--- src/sv/pce_pkg.sv ---
// shared types, constants and fixed-point helpers for the parabolic curve evaluator
`timescale 1ns / 1ps

package pce_pkg;

    // field and datapath widths
    localparam int RES_W     = 32;
    localparam int T_W       = 18;
    localparam int SPAN_W    = 33;
    localparam int ACC_W     = 66;
    localparam int ADDR_W    = 5;
    localparam int REG_IDX_W = 3;
    localparam int NUM_STG   = 6;

    localparam logic signed [ACC_W-1:0] SAT_MAX = ACC_W'(64'sd2147483647);
    localparam logic signed [ACC_W-1:0] SAT_MIN = -ACC_W'(64'sd2147483648);

    // register map, one word each
    typedef enum logic [REG_IDX_W-1:0] {
        REG_COEF_X0    = 3'd0,
        REG_COEF_X1    = 3'd1,
        REG_COEF_X2    = 3'd2,
        REG_COEF_Y0    = 3'd3,
        REG_COEF_Y1    = 3'd4,
        REG_COEF_Y2    = 3'd5,
        REG_RANGE_LOW  = 3'd6,
        REG_RANGE_HIGH = 3'd7
    } reg_idx_e;

    typedef struct packed {
        logic [RES_W-1:0] coef_x0;
        logic [RES_W-1:0] coef_x1;
        logic [RES_W-1:0] coef_x2;
        logic [RES_W-1:0] coef_y0;
        logic [RES_W-1:0] coef_y1;
        logic [RES_W-1:0] coef_y2;
        logic [RES_W-1:0] range_low;
        logic [RES_W-1:0] range_high;
    } cfg_t;

    // polynomial terms of one axis
    typedef struct packed {
        logic [RES_W-1:0] c0;
        logic [RES_W-1:0] c1;
        logic [RES_W-1:0] c2;
    } axis_coef_t;

    // per-stage load enables
    typedef struct packed {
        logic [NUM_STG:1] en;
    } pipe_ctl_t;

    // one axis worth of results
    typedef struct packed {
        logic [RES_W-1:0] pos;
        logic [RES_W-1:0] slope;
        logic [RES_W-1:0] bend;
        logic             clip;
    } axis_res_t;

    typedef struct packed {
        logic [RES_W-1:0] val;
        logic             clip;
    } sat_t;

    // round half up by k bits, add a 32-bit term, saturate to 32 bits
    function automatic sat_t rnd_sat(input logic signed [ACC_W-1:0] v,
                                     input int unsigned k,
                                     input logic signed [RES_W-1:0] addend);
        logic signed [ACC_W-1:0] half;
        logic signed [ACC_W-1:0] sh;
        logic signed [ACC_W-1:0] ext;
        logic signed [ACC_W-1:0] sum;
        sat_t r;
        half = ACC_W'(1) << (k - 1);
        sh   = (v + half) >>> k;
        ext  = ACC_W'(addend);
        sum  = sh + ext;
        if (sum > SAT_MAX) begin
            r.val  = RES_W'(SAT_MAX);
            r.clip = 1'b1;
        end else if (sum < SAT_MIN) begin
            r.val  = RES_W'(SAT_MIN);
            r.clip = 1'b1;
        end else begin
            r.val  = sum[RES_W-1:0];
            r.clip = 1'b0;
        end
        return r;
    endfunction

endpackage

--- src/sv/pce_param.sv ---
// stages 1-2: map the reference parameter onto the configured curve range
`timescale 1ns / 1ps

module pce_param #(
    parameter int FRAC_BITS = 16
) (
    input  logic                                  aclk,
    input  pce_pkg::pipe_ctl_t                    ctl,
    input  logic signed [pce_pkg::SPAN_W-1:0]     span,
    input  logic signed [pce_pkg::SPAN_W-1:0]     mid2,
    input  logic signed [pce_pkg::T_W-1:0]        param_t,
    output logic signed [pce_pkg::RES_W-1:0]      s_out,
    output logic                                  s_clip
);

    localparam int AW = pce_pkg::ACC_W;
    localparam int PW = pce_pkg::SPAN_W + pce_pkg::T_W;

    logic signed [PW-1:0]               prod_reg;
    logic signed [AW-1:0]               sum;
    pce_pkg::sat_t                      s_next;
    logic signed [pce_pkg::RES_W-1:0]   s_reg;
    logic                               clip_reg;

    // stage 1: span * t
    always_ff @(posedge aclk) begin
        if (ctl.en[1]) begin
            prod_reg <= span * param_t;
        end
    end

    // stage 2: add the midpoint, round and clip
    assign sum    = AW'(prod_reg) + (AW'(mid2) <<< FRAC_BITS);
    assign s_next = pce_pkg::rnd_sat(sum, FRAC_BITS + 1, '0);

    always_ff @(posedge aclk) begin
        if (ctl.en[2]) begin
            s_reg    <= $signed(s_next.val);
            clip_reg <= s_next.clip;
        end
    end

    assign s_out  = s_reg;
    assign s_clip = clip_reg;

endmodule

--- config.mk ---
export PLATFORM = sky130hd
export DESIGN_NAME = pce_param
export DESIGN_NICKNAME = d
export VERILOG_FILES = /design/src/sv/pce_pkg.sv /design/src/sv/pce_param.sv
export SDC_FILE = /design/constraint.sdc
export NUM_CORES = 2
export LEC_CHECK = 0
export ABC_CLOCK_PERIOD_IN_PS = 17800
export BUFFER_PORTS_ARGS = -buffer_cell sky130_fd_sc_hd__buf_2
export CAP_MARGIN = 20
export CORE_ASPECT_RATIO = 1.2
export CORE_MARGIN = 10
export CORE_UTILIZATION = 39
export CTS_BUF_LIST = sky130_fd_sc_hd__clkbuf_2
export DETAILED_ROUTE_END_ITERATION = 10
export PLACE_DENSITY = 0.61
export SLEW_MARGIN = 20
export SYNTH_ARGS = -nofsm -noshare
export SYNTH_HDL_FRONTEND = slang
export SYNTH_SLANG_ARGS = --single-unit
export TNS_END_PERCENT = 1
--- constraint.sdc ---
create_clock -name aclk -period 17.8 [get_ports aclk]
set_input_delay 0.89 -clock aclk [delete_from_list [all_inputs] [get_ports aclk]]
set_output_delay 0.89 -clock aclk [all_outputs]
set_load 0.1 [all_outputs]
# == Word level (Yosys, flattened, before mapping) ==
# Cells that the tools add are included.
# totals
reg_bits,84
latchBits,0
ram_bits,0
romBits,0
inputBits,91
out_inout_bits,33
mem_count,0
# op_classes
n_addsub,2
mul,1
n_div,0
order_cmp,2
eq_ne,0
shift,0
n_mux,1
bitwise,0
n_reduce_logical,0
# op_table
operator,count
adder 52 x 18 -> 53 bit (second input constant),1
adder 51 x 49 -> 52 bit,1
multiplier 33 x 18 -> 51 bit,1
greater-than comparator 36 x 32 -> 1 bit (second input constant),1
< comparator 36 x 32 -> 1 bit (second input constant),1
two-way mux 33 bit,1

# == Longest topological paths before layout ==
# logic_depth
word_depth,4
ltp_mapped,26
mapped_depth_nobuf,24

# == Worst setup path after synthesis ==
# Ideal clock, no wire load.
# synth_timing
path_type,input to register
from,input port span[28] in the netlist's numbering
to,register prod_reg[50] (data pin)
arrival_ns,6.587
path_slack_ns,10.953
path_stages,24
path_buffers,2
cell_sequence,clkbuf_1 -> clkbuf_1 -> nand2_1 -> fa_1 -> inv_1 -> fa_1 -> inv_1 -> fa_1 -> inv_1 -> fa_1 -> fa_1 -> inv_1 -> fa_1 -> inv_1 -> ha_1 -> a21o_1 -> a21o_1 -> a21oi_1 -> o221ai_1 -> a221oi_1 -> o22ai_1 -> or3_1 -> a31oi_1 -> xnor2_1
# synth_via
elab_chain_len,1
# synth_lines
item,line_no,rtl
"start, declared",pce_param.sv:9,"input logic signed [pce_pkg::SPAN_W-1:0] span,"
multiplier 33 x 18 -> 51 bit,pce_param.sv:28,prod_reg <= span * param_t;
"end signal, assigned",pce_param.sv:28,
"end, declared",pce_param.sv:19,logic signed [PW-1:0] prod_reg;
# Every way passes these cells.
# A chain may end at the register's enable or synchronous reset.

# == Worst setup path in the final report ==
# layout_timing
from,input port param_t[5] in the netlist's numbering
to,register prod_reg[50] (data pin)
# layout_via
elab_chain_len,1
# layout_lines
item,line_no,rtl
"start, declared",pce_param.sv:11,"input logic signed [pce_pkg::T_W-1:0] param_t,"
multiplier 33 x 18 -> 51 bit,pce_param.sv:28,
# Every way passes these cells.

==> flow_metrics.py <==
metrics = {
    "synth": {
        "synth_fp_nets": 3530,
        "synth_top_area_cell": "fa_1",
        "synth_top_family_by_area": "adder cells",
        "syn_area_per_cell_um2": 9.262,
        "yosysWarnings": 0,
        "synth_ff_type": "edfxtp_1",
        "ys_top_cells_by_area": "fa_1, inv_1, ha_1",
        "ys_seq_area_share_pct": 8.217,
        "synth-edff-count": 68,
        "syn-cell-area_um2": 24850,
        "synth_common_cells": "inv_1, fa_1, nand2_1, and2_1, ha_1",
        "async_reset_ff_share_pct": 0,
        "synthSimpleGateAreaFrac_pct": 14.74,
        "ys_ff_latch": 68,
        "post-synth-top-count-cell": "inv_1",
        "yosysTopAreaCellShare_pct": 45.84,
        "synth-compound-area-share_pct": 7.125,
        "synthAdderAreaFrac_pct": 55.25,
        "syn_inst": 2683,
        "ys_types": 74,
        "synthMuxAreaShare_pct": 0.08056,
        "synth_xor_xnor_area_share_pct": 2.502,
    },
    "drt": {
        "dr.first_iter.drc_count": 1129,
        "routed_via_density": 5.164,
        "num_vias": 18181,
        "wl_um": 67620,
        "wire_per_inst_um": 19.20,
        "wl_met1_um": 27890,
        "highest_layer": "met4",
        "drc": 0,
        "dr_wl_met3_um": 4833,
        "postRouteAntennaNets": 0,
        "first_pass_iters": 5,
        "dr_wl_met2_um": 33280,
    },
    "worst_setup_path": {
        "r2r-start": "prod_reg[17]$_DFFE_PP_",
        "endpoint_kind": "flop",
        "path_class": "in2reg",
        "crit_path_end": "prod_reg[50]$_DFFE_PP_",
        "worst_r2r_path_depth": 14,
        "cp.required_ns": 18.11,
        "path_max_fanout": 33,
        "r2r-end": "s_out[9]$_SDFFCE_PN1P_",
        "start_kind": "primary input",
        "critPathArrivalTime_ns": 8.11,
        "cp-startpoint": "param_t[5]",
        "r2r_slack_ns": 13.88,
    },
    "clock_network": {
        "cts_tree": "done",
        "path_clk_slew_ns": 0.16,
        "clock_sinks": 68,
        "ctsResizeCount": 0,
        "cts_buffer_depth": 2,
        "cts_htree_levels": 3,
        "root_buffer": "clkbuf_2",
        "cts_buffers": 9,
        "clkLatencyLatePin_ns": 0.58,
        "cts_hold_buf": 0,
        "postCtsSetupRepairBufs": 0,
    },
    "timing": {
        "worst_pin_slew_ns": 0.9911,
        "tns_ns": 0,
        "setup_violations": 0,
        "layout_min_cycle_time_ns": 7.800,
        "fin_crit_sh_pct": 43.82,
        "whs_ns": 0.7849,
        "final_max_slew_viol_count": 0,
        "skew_ns": 0.01694,
        "rsz0062_at_grt": "no",
        "max_slew_margin_pct": 33.93,
        "hold_viol_final": 0,
        "fmax_ghz": 0.1282,
    },
    "floorplanning": {
        "die-area_um2": 74260,
        "start_util_pct": 39.33,
        "std_cell_rows": 101,
        "die_h_um": 296.5,
        "die_w_um": 250.4,
        "core_area_um2": 63190,
        "io_pins": 124,
    },
    "run_status": {
        "status": "complete, no violations",
    },
    "grt": {
        "overflow": 0,
        "grt_pass1_vias": 20369,
        "grt_pass1_wl_um": 109300,
        "track_usage_pct": 18.58,
        "grt_max_degree": 36,
        "antenna_found_initial": 2,
    },
    "place": {
        "io_buffer_count": 119,
        "place_congestion": 0.8722,
        "place_hpwl_um": 52390,
    },
    "layout": {
        "largest_reg_flops": 35,
        "drive_above_1_share_pct": 6.231,
        "fin_nets": 3538,
        "syn2layout_area_growth_pct": 4.718,
    },
    "worst_hold_path": {
        "hp-class": "reg2reg",
    },
    "job": {
        "drv_cap": 0,
    },
}
==> area by class of cell <==
type	count	area [um2]
inverters	648	2432
clock buffers	13	65.06
flip-flops and latches	68	2042
repair buffers	123	629.4
fillers	6314	37160
diodes	1	2.502
clock inverters	3	13.76
multi-input cells	1841	19810
well taps	824	1031
==> critical path, stage by stage <==
cell and delay (ns):
buf_2 0.68, nand2_1 0.19, fa_1 0.63, fa_1 0.45, fa_1 0.50, fa_1 0.50, inv_1 0.07, fa_1 0.55
inv_1 0.07, fa_1 0.57, inv_1 0.05, ha_1 0.32, a21oi_1 0.17, o21ai_0 0.33, a2bb2oi_1 0.31, nand3b_1 0.23
o21ai_0 0.58, o22ai_1 0.26, or3_1 0.41, a31oi_1 0.21, xnor2_1 0.11
==> how the worst min path moves through the flow <==
stage | start | to | slack [ns] | cells after the start
2_1_floorplan | prod_reg[16]$_DFFE_PP_ | s_out[0]$_SDFFCE_PN1P_ | 0.68 | 3
3_3_place_gp | prod_reg[16]$_DFFE_PP_ | s_out[0]$_SDFFCE_PN1P_ | 0.76 | 3
3_5_place_dp | prod_reg[16]$_DFFE_PP_ | s_out[0]$_SDFFCE_PN1P_ | 0.75 | 3
4_1_cts | mid2[0] | s_out[0]$_SDFFCE_PN1P_ | 0.75 | 4
5_1_grt | mid2[0] | s_out[0]$_SDFFCE_PN1P_ | 0.79 | 4
6_report | prod_reg[16]$_DFFE_PP_ | s_out[0]$_SDFFCE_PN1P_ | 0.78 | 3
==> cells in the final DEF, fill, tap and decap left out, types with 4 or more instances in the layout <==
| master | Yosys | final |
|---|---|---|
| o21ai_0 | 28 | 28 |
| a211oi_1 | 6 | 6 |
| or2_2 | 4 | 4 |
| nand4_1 | 16 | 16 |
| ha_1 | 187 | 187 |
| edfxtp_1 | 68 | 68 |
| xor2_1 | 28 | 28 |
| nor3_1 | 12 | 12 |
| a21oi_1 | 66 | 66 |
| nor2_1 | 67 | 67 |
| nand2b_1 | 9 | 9 |
| and2_1 | 227 | 227 |
| a211o_1 | 4 | 4 |
| o221ai_1 | 4 | 4 |
| o31ai_1 | 6 | 6 |
| o211ai_1 | 7 | 7 |
| a21o_1 | 46 | 46 |
| xnor2_1 | 43 | 43 |
| nand2_1 | 385 | 385 |
| o21a_1 | 22 | 22 |
| buf_2 | 4 | 119 |
| fa_1 | 569 | 569 |
| nor4_1 | 4 | 4 |
| clkbuf_2 | 0 | 13 |
| nand3_1 | 12 | 12 |
| a31oi_1 | 7 | 7 |
| o21bai_1 | 11 | 11 |
| and3_1 | 7 | 7 |
| inv_1 | 648 | 648 |
==> kinds of logic (layout without fill, tap and decap cells) <==
kind of cell / count (synthesis) / in the layout
adder cells (fa/ha/maj): 756 / 756
buffers and inverters: 774 / 787
flip-flops: 68 / 68
multiplexers: 2 / 2
AO/OA/AOI/OAI: 248 / 248
AND/OR/NAND/NOR: 764 / 764
other: 0 / 1
XOR/XNOR: 71 / 71
==> metrics by stage <==
| stage | util [%] | worst slack [ns] | cell area [um2] | cells |
|---|---|---|---|---|
| 3_3_place_gp | 41.04 | 9.514 | 25930 | 3503 |
| 4_1_cts | 41.16 | 10.08 | 26010 | 3519 |
| 2_1_floorplan | - | 10.95 | 24850 | 2683 |
| 3_5_place_dp | 41.04 | 9.443 | 25930 | 3503 |
| 5_1_grt | 41.18 | 9.780 | 26020 | 3521 |
| 6_report | 41.18 | 10.00 | 26020 | 3521 |
==> layer usage <==
layer / vias to the layer above / global-route usage (%)
li1: 8017 / -
met1: 9359 / 23.47
met2: 696 / 32.40
met3: 109 / 3.232
met4: 0 / 4.750
met5: - / 0
Power is not shown: default switching activity piles up to over one toggle a cycle in this logic, so the estimate is an artifact.
