===== config.mk =====
export PLATFORM = sky130hd
export DESIGN_NAME = pce_cfg_regs
export DESIGN_NICKNAME = d
export VERILOG_FILES = /design/src/sv/pce_pkg.sv /design/src/sv/pce_cfg_regs.sv
export SDC_FILE = /design/constraint.sdc
export NUM_CORES = 1
export LEC_CHECK = 0
export BUFFER_PORTS_ARGS = -buffer_cell sky130_fd_sc_hd__clkbuf_2
export CORE_AREA = 2 2 157 159
export DETAILED_ROUTE_END_ITERATION = 10
export DIE_AREA = 0 0 159 161
export PLACE_DENSITY_LB_ADDON = 0.15
export SLEW_MARGIN = 40
export SYNTH_ARGS = -nofsm -noshare
export SYNTH_HDL_FRONTEND = slang
export SYNTH_SLANG_ARGS = --single-unit

===== constraint.sdc =====
create_clock -name aclk -period 3.4 [get_ports aclk]
set_input_delay 0.51 -clock aclk [delete_from_list [all_inputs] [get_ports aclk]]
set_output_delay 0.51 -clock aclk [all_outputs]
set_load 0.1 [all_outputs]

===== src/sv/pce_pkg.sv =====
// shared types, constants and fixed-point helpers for the parabolic curve evaluator
`timescale 1ns / 1ps

package pce_pkg;

    // field and datapath widths
    localparam int RES_W     = 32;
    localparam int T_W       = 18;
    localparam int SPAN_W    = 33;
    localparam int ACC_W     = 66;
    localparam int ADDR_W    = 5;
    localparam int REG_IDX_W = 3;
    localparam int NUM_STG   = 6;

    localparam logic signed [ACC_W-1:0] SAT_MAX = ACC_W'(64'sd2147483647);
    localparam logic signed [ACC_W-1:0] SAT_MIN = -ACC_W'(64'sd2147483648);

    // register map, one word each
    typedef enum logic [REG_IDX_W-1:0] {
        REG_COEF_X0    = 3'd0,
        REG_COEF_X1    = 3'd1,
        REG_COEF_X2    = 3'd2,
        REG_COEF_Y0    = 3'd3,
        REG_COEF_Y1    = 3'd4,
        REG_COEF_Y2    = 3'd5,
        REG_RANGE_LOW  = 3'd6,
        REG_RANGE_HIGH = 3'd7
    } reg_idx_e;

    typedef struct packed {
        logic [RES_W-1:0] coef_x0;
        logic [RES_W-1:0] coef_x1;
        logic [RES_W-1:0] coef_x2;
        logic [RES_W-1:0] coef_y0;
        logic [RES_W-1:0] coef_y1;
        logic [RES_W-1:0] coef_y2;
        logic [RES_W-1:0] range_low;
        logic [RES_W-1:0] range_high;
    } cfg_t;

    // polynomial terms of one axis
    typedef struct packed {
        logic [RES_W-1:0] c0;
        logic [RES_W-1:0] c1;
        logic [RES_W-1:0] c2;
    } axis_coef_t;

    // per-stage load enables
    typedef struct packed {
        logic [NUM_STG:1] en;
    } pipe_ctl_t;

    // one axis worth of results
    typedef struct packed {
        logic [RES_W-1:0] pos;
        logic [RES_W-1:0] slope;
        logic [RES_W-1:0] bend;
        logic             clip;
    } axis_res_t;

    typedef struct packed {
        logic [RES_W-1:0] val;
        logic             clip;
    } sat_t;

    // round half up by k bits, add a 32-bit term, saturate to 32 bits
    function automatic sat_t rnd_sat(input logic signed [ACC_W-1:0] v,
                                     input int unsigned k,
                                     input logic signed [RES_W-1:0] addend);
        logic signed [ACC_W-1:0] half;
        logic signed [ACC_W-1:0] sh;
        logic signed [ACC_W-1:0] ext;
        logic signed [ACC_W-1:0] sum;
        sat_t r;
        half = ACC_W'(1) << (k - 1);
        sh   = (v + half) >>> k;
        ext  = ACC_W'(addend);
        sum  = sh + ext;
        if (sum > SAT_MAX) begin
            r.val  = RES_W'(SAT_MAX);
            r.clip = 1'b1;
        end else if (sum < SAT_MIN) begin
            r.val  = RES_W'(SAT_MIN);
            r.clip = 1'b1;
        end else begin
            r.val  = sum[RES_W-1:0];
            r.clip = 1'b0;
        end
        return r;
    endfunction

endpackage


===== src/sv/pce_cfg_regs.sv =====
// configuration register file behind the apb-style port
`timescale 1ns / 1ps

module pce_cfg_regs #(
    parameter int FRAC_BITS = 16
) (
    input  logic                           aclk,
    input  logic                           aresetn,
    input  logic                           psel,
    input  logic                           penable,
    input  logic                           pwrite,
    input  logic [pce_pkg::ADDR_W-1:0]     paddr,
    input  logic [pce_pkg::RES_W-1:0]      pwdata,
    output logic [pce_pkg::RES_W-1:0]      prdata,
    output pce_pkg::cfg_t                  cfg
);

    localparam logic signed [pce_pkg::RES_W-1:0] ONE = pce_pkg::RES_W'(1) << FRAC_BITS;

    // coefficients zero, range [-1, 1]
    localparam pce_pkg::cfg_t CFG_RST = '{
        range_low:  -ONE,
        range_high: ONE,
        default:    '0
    };

    pce_pkg::cfg_t     cfg_reg;
    pce_pkg::cfg_t     cfg_next;
    pce_pkg::reg_idx_e idx;
    logic              wr_req;

    assign idx    = pce_pkg::reg_idx_e'(paddr[pce_pkg::ADDR_W-1:2]);
    assign wr_req = psel && penable && pwrite;

    // write decode
    always_comb begin
        cfg_next = cfg_reg;
        if (wr_req) begin
            case (idx)
                pce_pkg::REG_COEF_X0:    cfg_next.coef_x0    = pwdata;
                pce_pkg::REG_COEF_X1:    cfg_next.coef_x1    = pwdata;
                pce_pkg::REG_COEF_X2:    cfg_next.coef_x2    = pwdata;
                pce_pkg::REG_COEF_Y0:    cfg_next.coef_y0    = pwdata;
                pce_pkg::REG_COEF_Y1:    cfg_next.coef_y1    = pwdata;
                pce_pkg::REG_COEF_Y2:    cfg_next.coef_y2    = pwdata;
                pce_pkg::REG_RANGE_LOW:  cfg_next.range_low  = pwdata;
                pce_pkg::REG_RANGE_HIGH: cfg_next.range_high = pwdata;
                default:                 cfg_next = cfg_reg;
            endcase
        end
    end

    // registers, range defaults to [-1, 1]
    always_ff @(posedge aclk) begin
        if (!aresetn) begin
            cfg_reg <= CFG_RST;
        end else begin
            cfg_reg <= cfg_next;
        end
    end

    // read mux
    always_comb begin
        case (idx)
            pce_pkg::REG_COEF_X0:    prdata = cfg_reg.coef_x0;
            pce_pkg::REG_COEF_X1:    prdata = cfg_reg.coef_x1;
            pce_pkg::REG_COEF_X2:    prdata = cfg_reg.coef_x2;
            pce_pkg::REG_COEF_Y0:    prdata = cfg_reg.coef_y0;
            pce_pkg::REG_COEF_Y1:    prdata = cfg_reg.coef_y1;
            pce_pkg::REG_COEF_Y2:    prdata = cfg_reg.coef_y2;
            pce_pkg::REG_RANGE_LOW:  prdata = cfg_reg.range_low;
            pce_pkg::REG_RANGE_HIGH: prdata = cfg_reg.range_high;
            default:                 prdata = '0;
        endcase
    end

    assign cfg = cfg_reg;

endmodule


Word level (Yosys, flattened, before mapping) --
Cells that the tools add are included.
Word-level totals: input bits 42, output and inout port bits 288, register bits 256, logic and storage cells 27
Operators by class: reductions and logical operators 11, muxes and demuxes 1, equal/unequal tests 7
Operators by type and width (number):
- $pmux 32 s8 | 1
- $reduce_and 2->1 | 8
- $eq 3x3->1 const B | 4
- $eq 3x2->1 const B | 2
- $eq 3x1->1 const B | 1
- $logic_not 3->1 | 1
- $logic_and 1x1->1 | 2

Depth between registers and ports, before layout --
Gate-level depths: netlist of the first run.
word-level depth 3, gate-level depth with buffers 7

Least setup slack after synthesis of the first run --
Ideal clock, no wire load.
kind input to output, start point in paddr[3] in the netlist's numbering, end point out prdata[25] in the netlist's numbering, path buffers 4, stages on the path 7, arrival time 2869 ps, setup slack 21 ps, cells stage by stage buf_4 buf_6 buf_4 buf_2 a221oi_1 a21oi_1 a21oi_1
On the way: cells in the longest elaborated chain, start to end 2, elaborated cells between the ends (all ways) 9, those cells by class eq/ne (7); mux (1); reduce/logical (1)
RTL lines:
- start, declared | RTL line pce_cfg_regs.sv:12 | input logic [pce_pkg::ADDR_W-1:0] paddr,
- $eq 3x3->1 (tied with other cells) | RTL line pce_cfg_regs.sv:64 | case (idx)
- $pmux 32 s8 (*) | RTL line pce_cfg_regs.sv:64
- end, declared | RTL line pce_cfg_regs.sv:14 | output logic [pce_pkg::RES_W-1:0] prdata,
Every way passes the cells marked *; elsewhere a longest branch is shown, timed or not.

Worst setup path after layout of the first run --
start point in paddr[2] in the netlist's numbering, end point out prdata[31] in the netlist's numbering
Same word-level chain as after synthesis.

==> results of run 1 <==
==> final timing paths <==
check | startpoint | to | slack (ns) | cells past startpoint
setup / recovery | paddr[2] | prdata[31] | 0.53 | 7
hold / removal | pwdata[20] | cfg[20] | 0.30 | 3
setup reg to reg | cfg[204] | cfg[204] | 2.56 | 2
hold reg to reg | cfg[4] | cfg[4] | 0.47 | 2
==> where the power goes <==
part	switching, mW	internal (mW)
Combinational	0.667	0.259
Sequential	0.0197	3.02
Clock	1.26	1.88
==> metrics by stage <==
stage,power [mW],hold WS (ns),util,instance area (um2),instances
floorplan,3.76,0.767,-,11800,1468
global placement,4.02,0.453,0.582,13900,1994
detailed placement,4.03,0.459,0.582,14000,1994
CTS,7.13,0.287,0.622,14900,2046
global route,7.31,0.305,0.623,14900,2047
finish,7.11,0.302,0.623,14900,2047
==> metal layers <==
layer,track usage,vias up,share of wire
met5,0,-,0
met1,0.408,5431,0.41
met3,0.0645,86,0.081
li1,-,5333,-
met2,0.541,485,0.48
met4,0.110,0,0.031
==> worst register-to-register path, delay by kind of cell, from the launching register on <==
family,cells,cell delay [ns]
simple gates,1,0.07
compound gates,1,0.30
flops,1,0.37
==> cell usage in the layout (no fill, tap or decap), types with 2 or more instances in the layout <==
cell	instances
sky130_fd_sc_hd__nand2b_1	7
sky130_fd_sc_hd__nor3_4	2
sky130_fd_sc_hd__a32oi_1	4
sky130_fd_sc_hd__nor2_4	7
sky130_fd_sc_hd__o22a_1	2
sky130_fd_sc_hd__a21boi_1	100
sky130_fd_sc_hd__clkbuf_16	29
sky130_fd_sc_hd__mux2_2	26
sky130_fd_sc_hd__bufinv_16	3
sky130_fd_sc_hd__inv_1	32
sky130_fd_sc_hd__clkinv_2	5
sky130_fd_sc_hd__o22ai_1	2
sky130_fd_sc_hd__a221oi_1	56
sky130_fd_sc_hd__or3_4	2
sky130_fd_sc_hd__nand3_1	17
sky130_fd_sc_hd__nor2_1	57
sky130_fd_sc_hd__a21boi_0	139
sky130_fd_sc_hd__buf_12	41
sky130_fd_sc_hd__nand2_1	515
sky130_fd_sc_hd__a21oi_1	9
sky130_fd_sc_hd__clkbuf_1	9
sky130_fd_sc_hd__nor2b_1	3
sky130_fd_sc_hd__clkbuf_2	291
sky130_fd_sc_hd__or2_2	4
sky130_fd_sc_hd__mux2i_1	32
sky130_fd_sc_hd__clkbuf_8	4
sky130_fd_sc_hd__dfxtp_1	256
sky130_fd_sc_hd__a22o_1	33
sky130_fd_sc_hd__or2_4	2
sky130_fd_sc_hd__buf_4	22
==> layout make-up <==
class | instances | area [um2]
well taps | 324 | 405
flip-flops and latches | 256 | 5120
clock inverters | 10 | 131
repair buffers | 356 | 2480
fillers | 2158 | 9030
inverters | 32 | 120
clock buffers | 42 | 815
multi-input cells | 1027 | 5860
==> cell families (layout without fill, tap and decap cells) <==
logic type / after synthesis / after routing / synth area share
buf+inv: 185 / 440 / 0.0750
compound gates: 348 / 348 / 0.230
flops: 256 / 256 / 0.435
mux: 58 / 58 / 0.0521
simple gates: 621 / 621 / 0.208
==> impl_summary.md, run 1 <==
CTS
In this run, CTS created clock tree buffers numbering 28. The tree built by TritonCTS fans out to between 200 and 300 sinks. At the later pin of the worst-skew pair, clock insertion delay measures 0.53 ns.

The CTS tree is done. In this run the number of H-tree levels came out at 1. The number of hold buffers added after cts is 0.

The library cell used as clock root buffer is sky130_fd_sc_hd__clkbuf_16. Gates resized during post-CTS repair numbered 0. The number of buffers inserted by post-CTS setup repair is 0. The buffer depth of the longest clock path is 3. Clock-pin slew was measured on the worst setup and hold paths at about 0.06 ns.

Worst setup path
The slowest stage of the critical path belongs to the cell sky130_fd_sc_hd__nor2_4. On the worst path, the slowest cell contributes a delay of around 0.5 ns. Data arrives at the worst endpoint at around 2.4 ns. Among cell families on the critical path, the largest total delay comes from simple AND/OR/NAND/NOR gates. The signal on the critical path passes through buf_4 -> nand2b_1 -> nor2_4 -> buf_16 -> a221oi_1 -> nor2_1 -> buf_12. The count of buffer and inverter cells on the critical path is 3. The peak fanout along the critical path is 25. The worst setup path is captured at an output port.

The critical path required time is approximately 2.9 ns. The critical path is of the in -> out type. The worst setup path is launched from a primary input.

Final layout
The layout overhead on the synthesized area is 26.8%. The flip-flop count of the largest register after layout is 256. The count of nets after finishing is roughly 1700.

In the final layout, the share of cells above drive strength 1 is 0.259. The repair_antennas step left the layout with diodes totalling 0.

STA
The final hold violation count was 0. The summed negative setup slack over all endpoints is 0 ns. The maximum clock rate is between 0.3 and 0.4 GHz. After layout, the worst setup slack is about 0.53 ns. The actual slew at the worst max-slew pin is roughly 0.88 ns. Dividing the final minimum period by the clock period gives 0.845. The worst clock skew is 0 ns.

Setup violations remaining at the end of the flow were counted as 0. Setup repair after global routing left no endpoint under its margin. The number of slew-limit violations in the final report was 0. The headroom to the max-slew limit is 0.416. The routed design could run at a clock period as short as approximately 2.9 ns.

Synthesis
The cell area after synthesis is 11800 um2. The area fraction of the dominant cell type after synthesis is 0.435. The register area share after synthesis is 0.435. In this run the mean area of a mapped cell was 8.02 um2. The primary flip-flop cell chosen by synthesis mapping is sky130_fd_sc_hd__dfxtp_1. The total number of yosys warnings is 0. Counting flops with an async set or reset pin after synthesis yields a share of 0. Counting flops with a built-in enable in the synthesized netlist gives 0. The cell taking the most area after synthesis is sky130_fd_sc_hd__dfxtp_1. The most common cell in the synthesized netlist is sky130_fd_sc_hd__nand2_1.

The cell count after synthesis came out at 1468. The commonest cells after synthesis are 515 x sky130_fd_sc_hd__nand2_1, 256 x sky130_fd_sc_hd__dfxtp_1, 139 x sky130_fd_sc_hd__a21boi_0, 100 x sky130_fd_sc_hd__a21boi_1, 73 x sky130_fd_sc_hd__buf_2. The post-synth net total is 1510. The number of flip-flops and latches in the synthesized netlist is 256. After synthesis, the cell types taking the most area are sky130_fd_sc_hd__dfxtp_1 44%, sky130_fd_sc_hd__nand2_1 16%, sky130_fd_sc_hd__a21boi_0 8.9%. Yosys mapped the design onto 31 distinct sky130hd cell types.

Drt
In this run the remaining antenna-violating nets after routing total 0. Dividing the detail-routed via count by the number of cells gives approximately 5.5. The total routed wirelength is ~42000 um. The total iterations of the first detailed-routing run is 5. For this run, design rule violations remaining after detail routing come to 0. The final route contains around 11000 vias. The routed length per placed instance is roughly 21 um. The first routing iteration left roughly 900 violations.

Global route
The leftover overflow at the end of global routing is 0. The number of antenna violations at the first check in global routing is 0. The global-route usage over all layers is 0.319. Entering global routing, the biggest net connects 108 pins. The wire length of the first global-routing pass is ~64000 um. The via count of the first global-routing pass is approximately 11000.

Die
The die outline area is about 26000 um2. Measured along the y axis, the die boundary spans between 150 and 200 um. Pin placement for this block handled between 300 and 400 I/O pins. Measured along the x axis, the die boundary spans roughly 160 um.

The initialized floorplan defines 57 standard-cell rows. The core region is approximately 24000 um2. The effective utilization at floorplan is 0.491.

Power
The peak supply drop is a little under 400 uV. The power per cell area is between 400 and 500 nW/um2. The leakage component of the power is around 6 nW.

Status
The flow ran to the end, and the final reports show no timing, DRC or antenna violations.

Placement
The placer congestion estimate is between 0.8 and 0.9. At the placement stage, the worst setup path has a slack of roughly 0.35 ns. The number of buffers added on ports is between 300 and 400.

The HPWL after detailed placement is 27800 um.

Hold path
The classification of the worst-slack hold path is in -> reg.

Flow run
The number of maximum-capacitance constraint violations is 0.
Power figures use the tool's default switching activity.
==> inputs of run 2 (changes only) <==
- clock period: 3.4 -> 2.8 ns (I/O delays scaled with it)
==> impl_summary.md, run 2 (same netlist as run 1, synthesis figures left out) <==
Final layout
The number of filler instances in the final layout is 2177 (+0.88%). The count of nets after finishing is 1753 (+0.57%). The post-route non-filler standard cell count is 2057 (+0.49%).

The layout overhead on the synthesized area is 28.4%. The top cell types in the final layout, fill and taps aside, are 515 x sky130_fd_sc_hd__nand2_1, 291 x sky130_fd_sc_hd__clkbuf_2, 256 x sky130_fd_sc_hd__dfxtp_1, 139 x sky130_fd_sc_hd__a21boi_0, 100 x sky130_fd_sc_hd__a21boi_1. The diode insertion count for antenna repair is 0 (unchanged). The area taken by multi-input logic gates is 5940 um2 (+1.4%). The storage element area is 5120 um2 (unchanged). The layout cell share with drive strength beyond 1 came to 0.281 (+0.0222).

The flip-flop count of the largest register after layout is 256 (unchanged). The leading cell type in the layout, fill and taps excluded is sky130_fd_sc_hd__nand2_1.

CTS
The number of hold buffers added after cts was 0 (unchanged). The post-CTS clock slew at the launch and capture registers of the worst setup and hold paths is 0.06 ns (about the same). The CTS tree is done. The clock latency on the worst-skew pair is 0.53 ns (about the same). The buffer depth of the longest clock path is 3 (unchanged). The number of resized instances in the post-cts repair step is 0 (unchanged). The library cell used as clock root buffer is sky130_fd_sc_hd__clkbuf_16.

The number of H-tree levels was 1 (unchanged). The number of buffers inserted by post-CTS setup repair is 0 (unchanged). The TritonCTS sink count is 256 (unchanged).

The number of buffers created by CTS is 28 (unchanged).

Flow run
The number of maximum-capacitance constraint violations was 0 (unchanged).

Drt
The total routed wirelength is 41900 um (-1.0%). The total iterations of the first detailed-routing run is 6 (+1). The vias per cell is 5.54 (about the same). The highest signal layer in the routed design is met4. The number of design rule violations left after detail routing is 0 (unchanged). The routed length on met1 is 17300 um (-0.17%). The final antenna-violating net count is 0 (unchanged). The met2 wire length was 20400 um (+0.37%). The routed length per placed instance is 20.4 um (-1.5%). The detailed-route via count is 11399 (+0.56%). The number of DRC markers in iteration 0 is 901 (+0.22%). The routed length on met3 came to 3060 um (-11%).

Die
The horizontal die dimension is 159 um (unchanged). The die outline area is 25600 um2 (unchanged). The floorplan row count is 57 (unchanged).

The effective utilization at floorplan is 0.491 (unchanged). The area inside the core boundary is 24000 um2 (unchanged). The top-level I/O count is 330 (unchanged). The vertical die dimension is 161 um (unchanged).

Global route
The wire length of the first global-routing pass is 64400 um (+0.64%). The leftover overflow at the end of global routing is 0 (unchanged). The number of antenna violations at the first check in global routing is 0 (unchanged). The via count of the first global-routing pass is 10939 (+0.97%).

The pin count of the biggest net entering global routing is 156 (+44%). The global-route usage over all layers is 0.318 (-0.00150).

Power
The overall power is 8.64 mW (+21%). The peak supply drop is 399 uV (+2.0%). The power per cell area is 571 nW/um2 (+20%). The leakage component of the power is 6.07 nW (+0.92%).

STA
The worst clock skew was 0 ns (unchanged). The time the final worst path needs with I/O delays and setup is about 2.7 ns. Setup repair after global routing left no endpoint under its margin.

The actual slew at the worst max-slew pin is 0.818 ns (-0.0580 ns). The final hold violation count came to 0 (unchanged). The summed negative setup slack over all endpoints is 0 ns (unchanged).

The maximum clock rate is 0.369 GHz. The worst hold slack came to 0.213 ns (-0.0887 ns). The number of slew-limit violations in the final report was 0 (unchanged).

The count of final setup violators came to 0 (unchanged). The final worst-path cycle share is 0.969. The worst path setup slack after routing is 0.0880 ns (-0.439 ns).

The headroom to the max-slew limit was 0.455 (+0.0386).

Placement
The cell count after placement was 2004 (+0.50%). The HPWL after detailed placement is 28000 um (+0.69%). The number of buffers added on ports is 327 (unchanged).

The placement-stage worst setup slack is 0.103 ns (-0.249 ns). The placer congestion estimate was 0.863 (-1.7%).

Worst setup path
The startpoint kind of the worst setup timing path is a primary input. The critical path required time is 2.38 ns (-0.51 ns). The arrival time of data at the critical path endpoint is 2.29 ns (-0.07 ns). The peak fanout along the critical path is 20 (-20%). The reg-to-reg setup timing slack is 2.06 ns (-0.50 ns). The category of the worst setup path capture point is an output port. The critical path class is in -> out.

Status
The flow ran to the end, and the final reports show no timing, DRC or antenna violations.

Hold path
The classification of the worst-slack hold path is in -> reg.
run 2: metal layers:
layer | up-vias | GRT usage
met3 | 75 | 0.0539
met1 | 5468 | 0.404
met2 | 492 | 0.550
met5 | - | 0
li1 | 5364 | -
met4 | 0 | 0.107
run 2: final timing paths:
| kind | from | to | cells after the start |
|---|---|---|---|
| setup reg to reg | cfg[164] | cfg[164] | 2 |
| hold reg to reg | cfg[47] | cfg[47] | 2 |
| setup / recovery | paddr[3] | prdata[26] | 7 |
| hold / removal | pwdata[12] | cfg[140] | 3 |
run 2: power breakdown:
group	total [mW]	switching [mW]	internal, mW	leakage, nW
clock	3.80	1.52	2.27	0.467
sequential	3.69	0.0244	3.67	2.06
combinational	1.15	0.821	0.329	3.54
total	8.64	2.37	6.27	6.07
run 2: metrics by stage:
stage,utilization,instance area [um2]
after floorplan,-,11900
after global placement,0.589,14100
after detailed placement,0.590,14100
after CTS,0.629,15100
after global routing,0.631,15100
final,0.631,15100
run 2: final cells by class:
cell class,instances,area share
Clock inverter,8,0.00654
Inverter,32,0.00794
Timing Repair Buffer,366,0.171
Sequential cell,256,0.339
Tap cell,324,0.0268
Clock buffer,44,0.0564
Multi-Input combinational cell,1027,0.393
run 2: critical path, cell delays in order:
cell	delay (ns)
sky130_fd_sc_hd__buf_4	0.33
sky130_fd_sc_hd__nor2b_4	0.41
sky130_fd_sc_hd__buf_4	0.31
sky130_fd_sc_hd__a221oi_1	0.13
sky130_fd_sc_hd__a221oi_1	0.39
sky130_fd_sc_hd__nor2_2	0.09
sky130_fd_sc_hd__buf_12	0.18
==> inputs of run 3 (changes only) <==
- MAX_ROUTING_LAYER: unset -> met4
- SETUP_SLACK_MARGIN: unset -> 0.2
==> impl_summary.md, run 3 (same netlist as run 1, synthesis figures left out) <==
Global route
The global-route usage over all layers was 0.328 (+0.0102). The leftover overflow at the end of global routing is 0 (unchanged). The via count of the first global-routing pass came to 10764 (-1.6%). The pin count of the biggest net entering global routing is 98 (-37%). The number of antenna violations at the first check in global routing came to 0 (unchanged). The wire length of the first global-routing pass is 64300 um (about the same).

STA
The time the final worst path needs with I/O delays and setup was 2.62 ns (-0.0942 ns). The count of final setup violators is 0 (unchanged). The worst clock skew is 0 ns (unchanged).

The worst path setup slack after routing is 0.182 ns (+0.0942 ns). The final worst-path cycle share is 0.935 (-0.0337). Setup repair after global routing could not meet its margin everywhere. The summed negative setup slack over all endpoints is 0 ns (unchanged). The actual slew at the worst max-slew pin came to 0.848 ns (+0.0303 ns). The final hold violation count is 0 (unchanged). The headroom to the max-slew limit is 0.435 (-0.0202). The maximum clock rate is 0.382 GHz (+3.6%). The worst hold slack is 0.217 ns (+0.00435 ns).

The number of slew-limit violations in the final report is 0 (unchanged).

Drt
The detailed-route via count came to 11440 (+0.36%). The number of DRC markers in iteration 0 is 1013 (+12%). The total iterations of the first detailed-routing run is 7 (+1). The number of design rule violations left after detail routing is 0 (unchanged).

The final antenna-violating net count is 0 (unchanged). The routed length per placed instance is 20.7 um (+1.4%). The vias per cell is 5.58 (+0.75%). The total routed wirelength came to 42300 um (+1.0%).

Worst setup path
The startpoint identified for the worst register-to-register timing path is cfg[105]. The arrival time of data at the critical path endpoint is 2.20 ns (-0.09 ns). The worst setup path is launched from a primary input.

The critical path required time is 2.38 ns (about the same). The peak fanout along the critical path came to 18 (-10%). The reg-to-reg setup timing slack was 2.01 ns (-0.05 ns).

The critical path class is in -> out. The startpoint of the worst setup timing path is paddr[2]. STA classifies the critical path endpoint as an output port.

CTS
CTS placed an instance of sky130_fd_sc_hd__clkbuf_16 at the clock tree root. The TritonCTS sink count is 256 (unchanged). The number of hold buffers added after cts was 0 (unchanged). The buffer depth of the longest clock path is 3 (unchanged).

The number of buffers inserted by post-CTS setup repair is 0 (unchanged). The number of buffers created by CTS was 26 (-7.1%). The CTS tree is done.

The clock latency on the worst-skew pair is 0.52 ns (about the same). The number of H-tree levels is 1 (unchanged). The post-CTS clock slew at the launch and capture registers of the worst setup and hold paths is 0.06 ns (about the same).

Die
The effective utilization at floorplan is 0.491 (unchanged). The top-level I/O count is 330 (unchanged). The die outline area is 25600 um2 (unchanged). The horizontal die dimension is 159 um (unchanged). The vertical die dimension is 161 um (unchanged).

The area inside the core boundary was 24000 um2 (unchanged). The floorplan row count is 57 (unchanged).

Power
The peak supply drop is 362 uV (-9.3%). The power per cell area came to 544 nW/um2 (-4.8%). The overall power is 8.24 mW (-4.6%). The leakage component of the power was 6.03 nW (-0.63%).

Placement
The number of buffers added on ports is 327 (unchanged). The HPWL after detailed placement is 28400 um (+1.4%). The placer congestion estimate came to 0.933 (+8.0%). The placement-stage worst setup slack was 0.202 ns (+0.0994 ns).

Hold path
The path class of the tightest hold or removal check is in -> reg. In this run the most critical hold path is launched from pwdata[24].

Final layout
The area taken by multi-input logic gates is 6120 um2 (+3.0%). Leaving out fill and tap cells, the most frequent cell in the layout is sky130_fd_sc_hd__nand2_1. The storage element area is 5120 um2 (unchanged). The flip-flop count of the largest register after layout is 256 (unchanged). The number of filler instances in the final layout came to 2139 (-1.7%).

The count of nets after finishing came to 1753 (unchanged). The library cells used most frequently in the layout, excluding fill and tap cells, are 515 x sky130_fd_sc_hd__nand2_1, 291 x sky130_fd_sc_hd__clkbuf_2, 256 x sky130_fd_sc_hd__dfxtp_1, 139 x sky130_fd_sc_hd__a21boi_0, 100 x sky130_fd_sc_hd__a21boi_1. The layout cell share with drive strength beyond 1 is 0.282 (+0.000724). The diode insertion count for antenna repair is 0 (unchanged). The layout overhead on the synthesized area is 28.6%.

Status
The flow ran to the end, and the final reports show no timing, DRC or antenna violations.

Flow run
The number of maximum-capacitance constraint violations was 0 (unchanged).
-- run 3: cell count changes in the layout (fill, tap and decap cells not counted), moves of 4 or more --
cell,previous run,this run
sky130_fd_sc_hd__a221oi_1,56,51
sky130_fd_sc_hd__a221oi_2,0,5
sky130_fd_sc_hd__clkbuf_8,7,3
sky130_fd_sc_hd__nor2_2,25,1
sky130_fd_sc_hd__nor2_4,7,32
-- run 3: final cells by class --
type,instances,share of cell area
Sequential cell,256,0.338
Clock buffer,37,0.0491
Timing Repair Buffer,367,0.170
Tap cell,324,0.0268
Multi-Input combinational cell,1028,0.404
Clock inverter,5,0.00355
Inverter,32,0.00793
-- run 3: metal layers --
metal	vias to the layer above	GRT usage	part of all wire
met4	0	0.110	0.031
met2	502	0.541	0.49
met3	95	0.0596	0.079
met1	5483	0.408	0.40
met5	-	-	0
li1	5360	-	-
-- run 3: worst paths after layout --
check,cells past startpoint,to
worst max-delay path,6,prdata[26]
worst min-delay path,3,cfg[184]
worst max register to register,2,cfg[105]
worst min register to register,2,cfg[182]
-- run 3: repair_timing --
action                                 CTS  global route
cloned                                   1             0
pin swaps                                1             0
gates resized for setup                  0             6
setup endpoints to repair                1            22
endpoints found under the hold margin    0             0
-- run 3: critical path, cell delays in order --
cell and delay (ns):
sky130_fd_sc_hd__buf_4 0.25, sky130_fd_sc_hd__nand2b_1 0.20, sky130_fd_sc_hd__nor2_2 0.69, sky130_fd_sc_hd__a221oi_1 0.28
sky130_fd_sc_hd__nor2_4 0.16, sky130_fd_sc_hd__buf_12 0.19
-- run 3: metrics by stage --
step / instances / area, um2 / utilization
after floorplan: 1468 / 12000 / -
after global placement: 2006 / 14300 / 0.597
after detailed placement: 2006 / 14300 / 0.597
after CTS: 2049 / 15100 / 0.630
after global routing: 2049 / 15100 / 0.632
final: 2049 / 15100 / 0.632
-- run 3: where the power goes --
part           internal [mW]  switching [mW]  total, mW
Sequential              3.67          0.0238       3.69
Combinational          0.343           0.845       1.19
Clock                   1.92            1.44       3.36
